### src/rtl/core/dnf_pkg.sv
// Shared constants and the tanh lookup table for the dense neuron datapath.
// No dependencies. The table is computed at elaboration by integer-only
// constant functions.
package dnf_pkg;

   localparam int DATA_WIDTH   = 16;
   localparam int ACC_WIDTH    = 40;
   localparam int FRAC         = DATA_WIDTH - 4;
   localparam int PROD_WIDTH   = 2 * DATA_WIDTH;
   localparam int TANH_DEPTH   = 256;
   localparam int TANH_IDX_W   = $clog2(TANH_DEPTH);
   localparam int TANH_SHIFT   = DATA_WIDTH - 1 - TANH_IDX_W;
   localparam int MODE_WIDTH   = 2;

   // Activation select codes; the unused code behaves as linear.
   localparam logic [MODE_WIDTH-1:0] ACT_LINEAR = 2'd0;
   localparam logic [MODE_WIDTH-1:0] ACT_RELU   = 2'd1;
   localparam logic [MODE_WIDTH-1:0] ACT_TANH   = 2'd2;

   localparam logic [63:0] Q30      = 64'd1 << 30;
   localparam logic [63:0] EINV_Q30 = 64'd395007542;

   typedef logic [TANH_DEPTH-1:0][DATA_WIDTH-1:0] tanh_rom_type;

   // Restoring long division, used only while the table is elaborated.
   function automatic logic [63:0] udiv64(logic [63:0] num, logic [63:0] den);
      logic [63:0] quo;
      logic [63:0] rem;
      quo = '0;
      rem = '0;
      for (int i = 63; i >= 0; i--) begin
         rem = {rem[62:0], num[i]};
         if (rem >= den) begin
            rem    = rem - den;
            quo[i] = 1'b1;
         end
      end
      return quo;
   endfunction

   // exp(-y) in Q30 for y in Q30: Taylor series on the fraction, then one
   // multiplication by exp(-1) for every whole unit.
   function automatic logic [63:0] exp_neg_q30(logic [63:0] y);
      logic [63:0] whole;
      logic [63:0] frac_part;
      logic [63:0] sum;
      logic [63:0] term;
      logic        done;
      whole     = y >> 30;
      frac_part = y & (Q30 - 64'd1);
      sum       = Q30;
      term      = Q30;
      done      = 1'b0;
      for (int k = 1; k <= 24; k++) begin
         if (!done) begin
            term = udiv64((term * frac_part) >> 30, 64'(k));
            if (term == 64'd0) begin
               done = 1'b1;
            end else if (k % 2 == 1) begin
               sum = sum - term;
            end else begin
               sum = sum + term;
            end
         end
      end
      for (int j = 0; j < 64; j++) begin
         if (64'(j) < whole) begin
            sum = (sum * EINV_Q30) >> 30;
         end
      end
      return sum;
   endfunction

   // Entry i holds tanh(i * 8 / TANH_DEPTH) with FRAC fraction bits.
   function automatic tanh_rom_type build_tanh_rom();
      tanh_rom_type rom;
      logic [63:0]  y;
      logic [63:0]  e;
      logic [63:0]  num;
      logic [63:0]  den;
      for (int i = 0; i < TANH_DEPTH; i++) begin
         y      = udiv64(64'(i) << 34, 64'(TANH_DEPTH));
         e      = exp_neg_q30(y);
         num    = Q30 - e;
         den    = Q30 + e;
         rom[i] = DATA_WIDTH'(udiv64((num << FRAC) + (den >> 1), den));
      end
      return rom;
   endfunction

   localparam tanh_rom_type TANH_ROM = build_tanh_rom();

endpackage

### src/rtl/core/dense_neuron_forward.sv
// Dense layer neuron: multiply-accumulate over a row, bias, rounding,
// saturation and activation (linear, ReLU or table tanh).
// Depends on dnf_pkg for widths, activation codes and the tanh table.
//
// Usage: each request word carries an input value, its weight, the bias and
// a last-of-row flag. Words are taken at a clock edge where req_valid is high
// and req_stall is low. Words without the last flag only accumulate. The
// last word of a row yields one response word: the rounded, saturated
// pre-activation sum, its activated value and a flag that tells whether any
// clipping happened anywhere in that row.
// Throughput: one request word per cycle while req_stall is low; the last word
// of a row passes the input register, product register, accumulator, rounding
// stage and output register before its response is valid.
// When rsp_stall holds a valid response, the whole pipeline freezes and
// req_stall rises in the same cycle; nothing is dropped.
// The user must write the activation mode through csr_wr_en/csr_wr_data only
// while idle; the block does not enforce this. Synchronous reset empties the
// pipeline, clears the accumulator and clip flag and selects linear activation.
module dense_neuron_forward (
   input  logic                                  clock,
   input  logic                                  reset,
   input  logic                                  req_valid,
   output logic                                  req_stall,
   input  logic signed [dnf_pkg::DATA_WIDTH-1:0] req_in_value,
   input  logic signed [dnf_pkg::DATA_WIDTH-1:0] req_weight,
   input  logic signed [dnf_pkg::DATA_WIDTH-1:0] req_bias,
   input  logic                                  req_last_in_row,
   output logic                                  rsp_valid,
   input  logic                                  rsp_stall,
   output logic signed [dnf_pkg::DATA_WIDTH-1:0] rsp_pre_activation,
   output logic signed [dnf_pkg::DATA_WIDTH-1:0] rsp_activated,
   output logic                                  rsp_saturated,
   input  logic                                  csr_wr_en,
   input  logic        [dnf_pkg::MODE_WIDTH-1:0] csr_wr_data
);
   import dnf_pkg::*;

   typedef struct packed {
      logic                        clip;
      logic signed [ACC_WIDTH-1:0] sum;
   } acc_sat_type;

   localparam logic signed [ACC_WIDTH-1:0] ACC_MAX = {1'b0, {(ACC_WIDTH-1){1'b1}}};
   localparam logic signed [ACC_WIDTH-1:0] ACC_MIN = {1'b1, {(ACC_WIDTH-1){1'b0}}};
   localparam logic signed [DATA_WIDTH-1:0] D_MAX = {1'b0, {(DATA_WIDTH-1){1'b1}}};
   localparam logic signed [DATA_WIDTH-1:0] D_MIN = {1'b1, {(DATA_WIDTH-1){1'b0}}};
   localparam logic signed [ACC_WIDTH-1:0] ROUND_HALF = ACC_WIDTH'(1) << (FRAC - 1);
   localparam int HI_W = ACC_WIDTH - DATA_WIDTH + 1;

   function automatic acc_sat_type sat_add(logic signed [ACC_WIDTH-1:0] a,
                                           logic signed [ACC_WIDTH-1:0] b);
      acc_sat_type        res;
      logic [ACC_WIDTH:0] wide;
      wide     = {a[ACC_WIDTH-1], a} + {b[ACC_WIDTH-1], b};
      res.clip = wide[ACC_WIDTH] != wide[ACC_WIDTH-1];
      if (res.clip) begin
         res.sum = wide[ACC_WIDTH] ? ACC_MIN : ACC_MAX;
      end else begin
         res.sum = wide[ACC_WIDTH-1:0];
      end
      return res;
   endfunction

   logic advance;

   // Stage 1: input register
   logic                         v1_ff, v1_in;
   logic signed [DATA_WIDTH-1:0] x1_ff, w1_ff, b1_ff;
   logic                         last1_ff;

   // Stage 2: product register
   logic                         v2_ff, v2_in;
   logic signed [PROD_WIDTH-1:0] prod2_ff, prod2_in;
   logic signed [DATA_WIDTH-1:0] b2_ff;
   logic                         last2_ff;

   // Stage 3: accumulator and finished row sum
   logic signed [ACC_WIDTH-1:0]  acc_ff, acc_in;
   logic                         sticky_ff, sticky_in;
   logic                         v3_ff, v3_in;
   logic signed [ACC_WIDTH-1:0]  sum3_ff, sum3_in;
   logic                         clip3_ff, clip3_in;
   logic signed [DATA_WIDTH-1:0] b3_ff;
   acc_sat_type                  acc_step;

   // Stage 4: rounded and clipped pre-activation
   logic                         v4_ff, v4_in;
   logic signed [DATA_WIDTH-1:0] p4_ff, p4_in;
   logic                         clip4_ff, clip4_in;
   acc_sat_type                  bias_step, round_step;
   logic signed [ACC_WIDTH-1:0]  bias_ext;
   logic signed [ACC_WIDTH-1:0]  p_wide;
   logic        [HI_W-1:0]       p_hi;

   // Stage 5: output register
   logic                         rsp_valid_ff, rsp_valid_in;
   logic signed [DATA_WIDTH-1:0] rsp_pre_ff, rsp_act_ff, act_in;
   logic                         rsp_sat_ff;
   logic [MODE_WIDTH-1:0]        mode_ff, mode_in;
   logic [DATA_WIDTH-1:0]        mag;
   logic [TANH_IDX_W:0]          idx_full;
   logic [TANH_IDX_W-1:0]        idx;
   logic signed [DATA_WIDTH-1:0] tanh_val;

   assign advance   = !(rsp_valid_ff && rsp_stall);
   assign req_stall = !advance;

   assign v1_in    = req_valid;
   assign v2_in    = v1_ff;
   assign prod2_in = x1_ff * w1_ff;
   assign mode_in  = csr_wr_en ? csr_wr_data : mode_ff;

   // Accumulate; the last word of a row hands its sum on and clears the state.
   always_comb begin
      acc_step  = sat_add(acc_ff, ACC_WIDTH'(prod2_ff));
      acc_in    = acc_ff;
      sticky_in = sticky_ff;
      v3_in     = 1'b0;
      sum3_in   = acc_step.sum;
      clip3_in  = sticky_ff | acc_step.clip;
      if (v2_ff) begin
         if (last2_ff) begin
            acc_in    = '0;
            sticky_in = 1'b0;
            v3_in     = 1'b1;
         end else begin
            acc_in    = acc_step.sum;
            sticky_in = sticky_ff | acc_step.clip;
         end
      end
   end

   // Bias, round half up, then floor shift and clip to the data width.
   always_comb begin
      bias_ext   = ACC_WIDTH'(b3_ff) <<< FRAC;
      bias_step  = sat_add(sum3_ff, bias_ext);
      round_step = sat_add(bias_step.sum, ROUND_HALF);
      p_wide     = round_step.sum >>> FRAC;
      p_hi       = p_wide[ACC_WIDTH-1:DATA_WIDTH-1];
      clip4_in   = clip3_ff | bias_step.clip | round_step.clip;
      p4_in      = p_wide[DATA_WIDTH-1:0];
      if (p_hi != '0 && p_hi != '1) begin
         clip4_in = 1'b1;
         p4_in    = p_wide[ACC_WIDTH-1] ? D_MIN : D_MAX;
      end
      v4_in = v3_ff;
   end

   // Activation on the pre-activation value.
   always_comb begin
      mag      = p4_ff[DATA_WIDTH-1] ? (~p4_ff + DATA_WIDTH'(1)) : p4_ff;
      idx_full = mag[DATA_WIDTH-1:TANH_SHIFT];
      idx      = idx_full[TANH_IDX_W] ? '1 : idx_full[TANH_IDX_W-1:0];
      tanh_val = p4_ff[DATA_WIDTH-1] ? -$signed(TANH_ROM[idx]) : $signed(TANH_ROM[idx]);
      unique case (mode_ff)
         ACT_RELU: begin
            act_in = (p4_ff > 0) ? p4_ff : '0;
         end
         ACT_TANH: begin
            act_in = tanh_val;
         end
         default: begin
            act_in = p4_ff;
         end
      endcase
      rsp_valid_in = v4_ff;
   end

   always_ff @(posedge clock) begin
      if (reset) begin
         v1_ff        <= 1'b0;
         v2_ff        <= 1'b0;
         v3_ff        <= 1'b0;
         v4_ff        <= 1'b0;
         rsp_valid_ff <= 1'b0;
         acc_ff       <= '0;
         sticky_ff    <= 1'b0;
         mode_ff      <= ACT_LINEAR;
      end else begin
         mode_ff <= mode_in;
         if (advance) begin
            v1_ff        <= v1_in;
            v2_ff        <= v2_in;
            v3_ff        <= v3_in;
            v4_ff        <= v4_in;
            rsp_valid_ff <= rsp_valid_in;
            acc_ff       <= acc_in;
            sticky_ff    <= sticky_in;
         end
      end
   end

   always_ff @(posedge clock) begin
      if (advance) begin
         x1_ff      <= req_in_value;
         w1_ff      <= req_weight;
         b1_ff      <= req_bias;
         last1_ff   <= req_last_in_row;
         prod2_ff   <= prod2_in;
         b2_ff      <= b1_ff;
         last2_ff   <= last1_ff;
         sum3_ff    <= sum3_in;
         clip3_ff   <= clip3_in;
         b3_ff      <= b2_ff;
         p4_ff      <= p4_in;
         clip4_ff   <= clip4_in;
         rsp_pre_ff <= p4_ff;
         rsp_act_ff <= act_in;
         rsp_sat_ff <= clip4_ff;
      end
   end

   assign rsp_valid          = rsp_valid_ff;
   assign rsp_pre_activation = rsp_pre_ff;
   assign rsp_activated      = rsp_act_ff;
   assign rsp_saturated      = rsp_sat_ff;

endmodule
### config.mk
export PLATFORM = sky130hd
export DESIGN_NAME = dense_neuron_forward
export DESIGN_NICKNAME = d
export VERILOG_FILES = /design/src/rtl/core/dnf_pkg.sv /design/src/rtl/core/dense_neuron_forward.sv
export SDC_FILE = /design/constraint.sdc
export NUM_CORES = 1
export LEC_CHECK = 0
export ABC_AREA = 0
export BUFFER_PORTS_ARGS = -buffer_cell sky130_fd_sc_hd__clkbuf_2
export CAP_MARGIN = 5
export CORE_MARGIN = 4
export CORE_UTILIZATION = 30
export CTS_CLUSTER_DIAMETER = 120
export DETAILED_ROUTE_END_ITERATION = 6
export PLACE_DENSITY = 0.56
export SETUP_SLACK_MARGIN = 0.3
export SLEW_MARGIN = 20
export SYNTH_ARGS = -nofsm -noshare
export SYNTH_HDL_FRONTEND = slang
export SYNTH_SLANG_ARGS = --single-unit
### constraint.sdc
create_clock -name clock -period 11.1 [get_ports clock]
set_clock_uncertainty 0.15 [all_clocks]
set_input_delay 1.665 -clock clock [delete_from_list [all_inputs] [get_ports clock]]
set_output_delay 1.665 -clock clock [all_outputs]
set_load 0.05 [all_outputs]
==> qor.txt, run 1 <==
critical-path maximum fanout = 36
max_cap viols = 0
root buf cell = clkbuf_16
DRC viols = 0
Async SR Flop Fraction = 0%
# hold bufs at CTS = 0
most frequent cell after synthesis = inv_1
Area Growth Syn to Fin = 10.28%
syn avg cell area = 9.342 sq um
share of cells above drive strength 1 = 7.733%
xor/xnor share of the synthesized area = 3.765%
Largest stage delay, worst path = 0.60 ns
fillers = 8824
core area = 0.08528 sq mm
Slowest cell on crit path = edfxtp_1
hold path depth = 0
Starting Density = 30.28%
CTS tree = done
Fmax = 101.3 MHz
Setup Fix Bufs, Post-CTS = 0
vias in the first global route = 20030
CTS Sinks = 242
worst min path class = reg2reg
drt first-iter violations = 1394
wire length per cell = 16.87 microns
clk buf depth = 3
placed cells = 3905
Final Hold Vio Count = 0
setup_tns = 0 ns
Yosys reg bits = 242
FP Rows = 107
crit path time final = 9.872 ns
element type at the critical path end = flip-flop
Setup crit start kind = flip-flop
routability cong. = 0.8884
area leader, netlist = edfxtp_1
main combinational cell family by area after synthesis = adder cells
Yosys warnings = 0
worst endpoint required time = 11.25 ns
Antenna Nets Post-Route = 0
Synth cell types = 105
cell depth of the worst flop-to-flop path = 29
Global Route Usage Sum = 14.72%
hpwl dp = 51300 microns
non-filler instance count after layout = 3963
number of synthesized flops with an enable pin = 194
Mapped Cells = 2764
Port-buffer cells = 90
Hold WS = 0.2633 ns
Simple-Gate Fraction of Synth Area = 16.15%
Critical Path AT = 10.02 ns
status = finished clean
Total Wirelength = 66860 microns
most common flop cell mapped by yosys = edfxtp_1
Worst-Margin Slew = 1.045 ns
H-tree depth = 1
Synth top area share = 22.56%
largest net degree at the start of global routing = 174
cts repair resizes = 0
total congestion overflow = 0
Post-Synth Adder-Cell Area = 29.52%
nets = 3292
Post-Syn Area = 0.02582 sq mm
CP dominant cell by count = ha_1
vias post-DR = 19910
multiplexer share of the synthesized area = 0.8431%
final worst-path cycle share = 88.94%
Vias/cell = 5.023
Seq/Total Area, Yosys = 26.28%
Worst-Skew Late Latency = 0.60 ns
unrepaired setup endpoints after global routing = false
top cells by count, synth = inv_1, nand2_1, fa_1
Clk pin slew, worst setup/hold paths = 0.06 ns
die span in y = 301.4 microns
Slew Limit Fails = 0
initial antenna violation count = 2
Mapped Nets = 3262
compound-gate portion of the synthesized area = 16.19%
Pre-antenna DRT Iters = 6
final setup vio count = 0
Crit Path Class = reg2reg
die area = 0.09083 sq mm
Rel. slew slack = 30.37%
die width = 301.4 microns
CTS Buf Count = 31
Ant. Diodes = 0
io pins = 91
Area contributors post-synth = edfxtp_1, fa_1, ha_1, inv_1, nand2_1
first-pass GRT wire length = 109000 microns
## cells by family after synthesis
| kind of cell | after synthesis |
|---|---|
| flops | 242 |
| simple gates | 842 |
| mux | 21 |
| xor+xnor | 111 |
| buf+inv | 492 |
| fa+ha+maj | 453 |
| compound gates | 603 |
## final cells by class
class	instances	area, sq um	share of cell area (%)
Inverter	380	1426	5.009
Clock buffer	39	847.1	2.975
Tap cell	1144	1431	5.027
Multi-Input combinational cell	2030	17190	60.37
Sequential cell	242	6787	23.83
Clock inverter	19	187.7	0.6591
Timing Repair Buffer	109	605.6	2.127
## cell usage in the layout (no fill, tap or decap), drive strengths merged, types with 32 or more instances in the layout
master and n:
a31oi 32, edfxtp 194, nand3 42, o21ai 124, xor2 35, nor3 49, inv 380, and2 135
nor2 172, nand2 276, a21o 35, xnor2 76, a21oi 136, ha 178, dfxtp 48, a211oi 32
clkbuf 129, fa 264
## registers in the layout, indices dropped and copies added (netlist names), 2 cells and up
signal and cells:
b3_ff 16, w1_ff 16, b2_ff 16, acc_ff 40
rsp_pre_activation 16, b1_ff 16, prod2_ff 32, x1_ff 16
mode_ff 2, sum3_ff 29, p4_ff 16, rsp_activated 16
## worst max-delay path, delay by kind of cell (launching register included)
| family | cells | cell delay [ns] |
|---|---|---|
| AO/OA/AOI/OAI | 13 | 3.73 |
| XOR/XNOR | 1 | 0.13 |
| adder cells (fa/ha/maj) | 3 | 1.15 |
| buffers and inverters | 5 | 1.07 |
| flip-flops | 1 | 0.60 |
| AND/OR/NAND/NOR | 7 | 2.74 |
## per-layer routing
metal,routed length (microns),GRT usage [%],vias to the layer above
met2,31100,24.57,518
met5,12,0,-
met3,3333,2.001,103
met1,30700,20.06,9727
met4,1717,4.015,2
li1,-,-,9558
## per-stage QoR
step / cell area (sq um) / util [%] / setup slack (ns)
5_1_grt: 28480 / 33.39 / 0.4813
3_3_place_gp: 27440 / 32.18 / 1.397
4_1_cts: 28480 / 33.39 / 1.233
6_report: 28480 / 33.39 / 1.228
2_1_floorplan: 25820 / - / 1.656
3_5_place_dp: 27440 / 32.18 / 1.247
## final timing paths
kind / end / from / slack (ns)
worst max-delay path: p4_ff[2] / b3_ff[15] / 1.23
worst min-delay path: b2_ff[14] / b1_ff[14] / 0.26
worst max register to register: p4_ff[2] / b3_ff[15] / 1.23
worst min register to register: b2_ff[14] / b1_ff[14] / 0.26
Power of run 1 is not shown: default switching activity piles up to over one toggle a cycle in this logic, so the estimate is an artifact.
==> run 2, diff against run 1 <==
CTS_BUF_LIST = sky130_fd_sc_hd__clkbuf_4 sky130_fd_sc_hd__clkbuf_8   (was default)
==> run 2 against run 1 <==
Compared with the run above: flip-flop and latch count unchanged; wire length is 0.38% higher; sequential share of layout area barely moved; register-to-register slack gained 0.03 ns; final cell count rose by 0.71%; largest cell class unchanged; worst setup slack improved by 0.031 ns; hold slack improved by 0.0038 ns; fmax is 0.31% higher.
==> qor.txt, run 2 (synthesis gave the netlist of run 1 again) <==
largest net degree at the start of global routing = 174 (unchanged)
Total Wirelength = 67120 microns (+0.38%)
vias in the first global route = 20230 (+1.0%)
Largest stage delay, worst path = 0.60 ns (about the same)
final setup vio count = 0 (unchanged)
Pre-antenna DRT Iters = 7 (+1)
Rel. slew slack = 28.52% (-1.8 points)
Antenna Nets Post-Route = 0 (unchanged)
wire length per cell = 16.82 microns (-0.32%)
commonest non-fill, non-tap cells in the layout = inv_1, nand2_1, fa_1, edfxtp_1, ha_1
worst endpoint required time = 11.27 ns (+0.02 ns)
commonest non-fill, non-tap cell in the layout = inv_1
final worst-path cycle share = 88.66% (-0.28 points)
vias post-DR = 19960 (+0.24%)
Vias/cell = 5.000 (-0.46%)
io pins = 91 (unchanged)
worst min path class = reg2reg
core area = 0.08528 sq mm (unchanged)
crit path time final = 9.841 ns (-0.03094 ns)
Critical Path AT = 10.01 ns (about the same)
CP dominant cell by count = ha_1
Slowest cell on crit path = edfxtp_1
Clk pin slew, worst setup/hold paths = 0.06 ns (about the same)
CTS Buf Count = 46 (+48%)
DRC viols = 0 (unchanged)
clk buf depth = 3 (unchanged)
hpwl dp = 51300 microns (unchanged)
routability cong. = 0.8884 (unchanged)
initial antenna violation count = 3 (+1)
root buf cell = clkbuf_8
Setup Fix Bufs, Post-CTS = 0 (unchanged)
pre-CTS setup slack = 1.247 ns (unchanged)
unrepaired setup endpoints after global routing = false
Global Route Usage Sum = 14.90% (+0.17 points)
FP Rows = 107 (unchanged)
cts repair resizes = 0 (unchanged)
design area = 0.02843 sq mm (-0.15%)
# hold bufs at CTS = 0 (unchanged)
drt first-iter violations = 1374 (-1.4%)
die area = 0.09083 sq mm (unchanged)
element type at the critical path end = flip-flop
Port-buffer cells = 90 (unchanged)
die width = 301.4 microns (unchanged)
CTS tree = done
setup_tns = 0 ns (unchanged)
status = finished clean
total congestion overflow = 0 (unchanged)
Final Hold Vio Count = 0 (unchanged)
CTS Sinks = 242 (unchanged)
H-tree depth = 2 (+1)
Starting Density = 30.28% (unchanged)
Worst-Margin Slew = 1.072 ns (+0.02773 ns)
Area Growth Syn to Fin = 10.12%
Fmax = 101.6 MHz (+0.31%)
largest register by flop count = acc_ff
post-route setup slack = 1.259 ns (+0.03094 ns)
die span in y = 301.4 microns (unchanged)
max FFs per register = 40 (unchanged)
Placed Area = 0.02744 sq mm (unchanged)
Setup crit start kind = flip-flop
max_cap viols = 0 (unchanged)
first-pass GRT wire length = 109700 microns (+0.73%)
Worst-Skew Late Latency = 0.63 ns (+0.03 ns)
Crit Path Class = reg2reg
critical-path maximum fanout = 36 (unchanged)
nets = 3307 (+0.46%)
Slew Limit Fails = 0 (unchanged)
Top Registers = acc_ff: 40 flops, prod2_ff: 32 flops, sum3_ff: 29 flops
share of cells above drive strength 1 = 8.679% (+0.95 points)
Worst Path Buf+Inv = 5 (unchanged)
family with the most delay on the worst path = compound AO/OA/AOI/OAI gates
==> run 2: per-stage QoR <==
stage	hold slack, ns	util [%]	std cells
2_1_floorplan	0.2503	-	2764
3_3_place_gp	0.2530	32.18	3905
3_5_place_dp	0.2557	32.18	3905
4_1_cts	0.2691	33.34	3990
5_1_grt	0.2689	33.34	3991
6_report	0.2671	33.34	3991
==> run 2: worst paths after layout <==
check            start         to  slack (ns)  cells after the start
max          b3_ff[15]   p4_ff[1]        1.26                     29
min reg2reg  b1_ff[11]  b2_ff[11]        0.27                      0
max reg2reg  b3_ff[15]   p4_ff[1]        1.26                     29
min          b1_ff[11]  b2_ff[11]        0.27                      0
==> run 2: cell type report <==
cell class / instances / area (sq um)
Antenna cell: 1 / 2.502
Clock buffer: 67 / 822.0
Clock inverter: 18 / 167.7
Fill cell: 8883 / 56850
Inverter: 380 / 1426
Multi-Input combinational cell: 2030 / 17190
Sequential cell: 242 / 6787
Tap cell: 1144 / 1431
Timing Repair Buffer: 109 / 605.6
==> run 2: routing by layer <==
layer	vias up	wire length, microns	global-route usage (%)
li1	9594	-	-
met1	9724	30620	20.09
met2	514	31130	24.68
met3	122	3649	2.318
met4	2	1711	4.504
met5	-	12	0
==> run 2: worst reg2reg max path: cells and delay by family, from the launching register on <==
family / cells / cell delay, ns
AOI/OAI and AO/OA: 13 / 3.70
and+or+nand+nor: 7 / 2.74
buffers and inverters: 5 / 1.06
DFF: 1 / 0.60
xor gates and xnor gates: 1 / 0.12
adders and majority gates: 3 / 1.15
Power of run 2 is left out for the same reason.
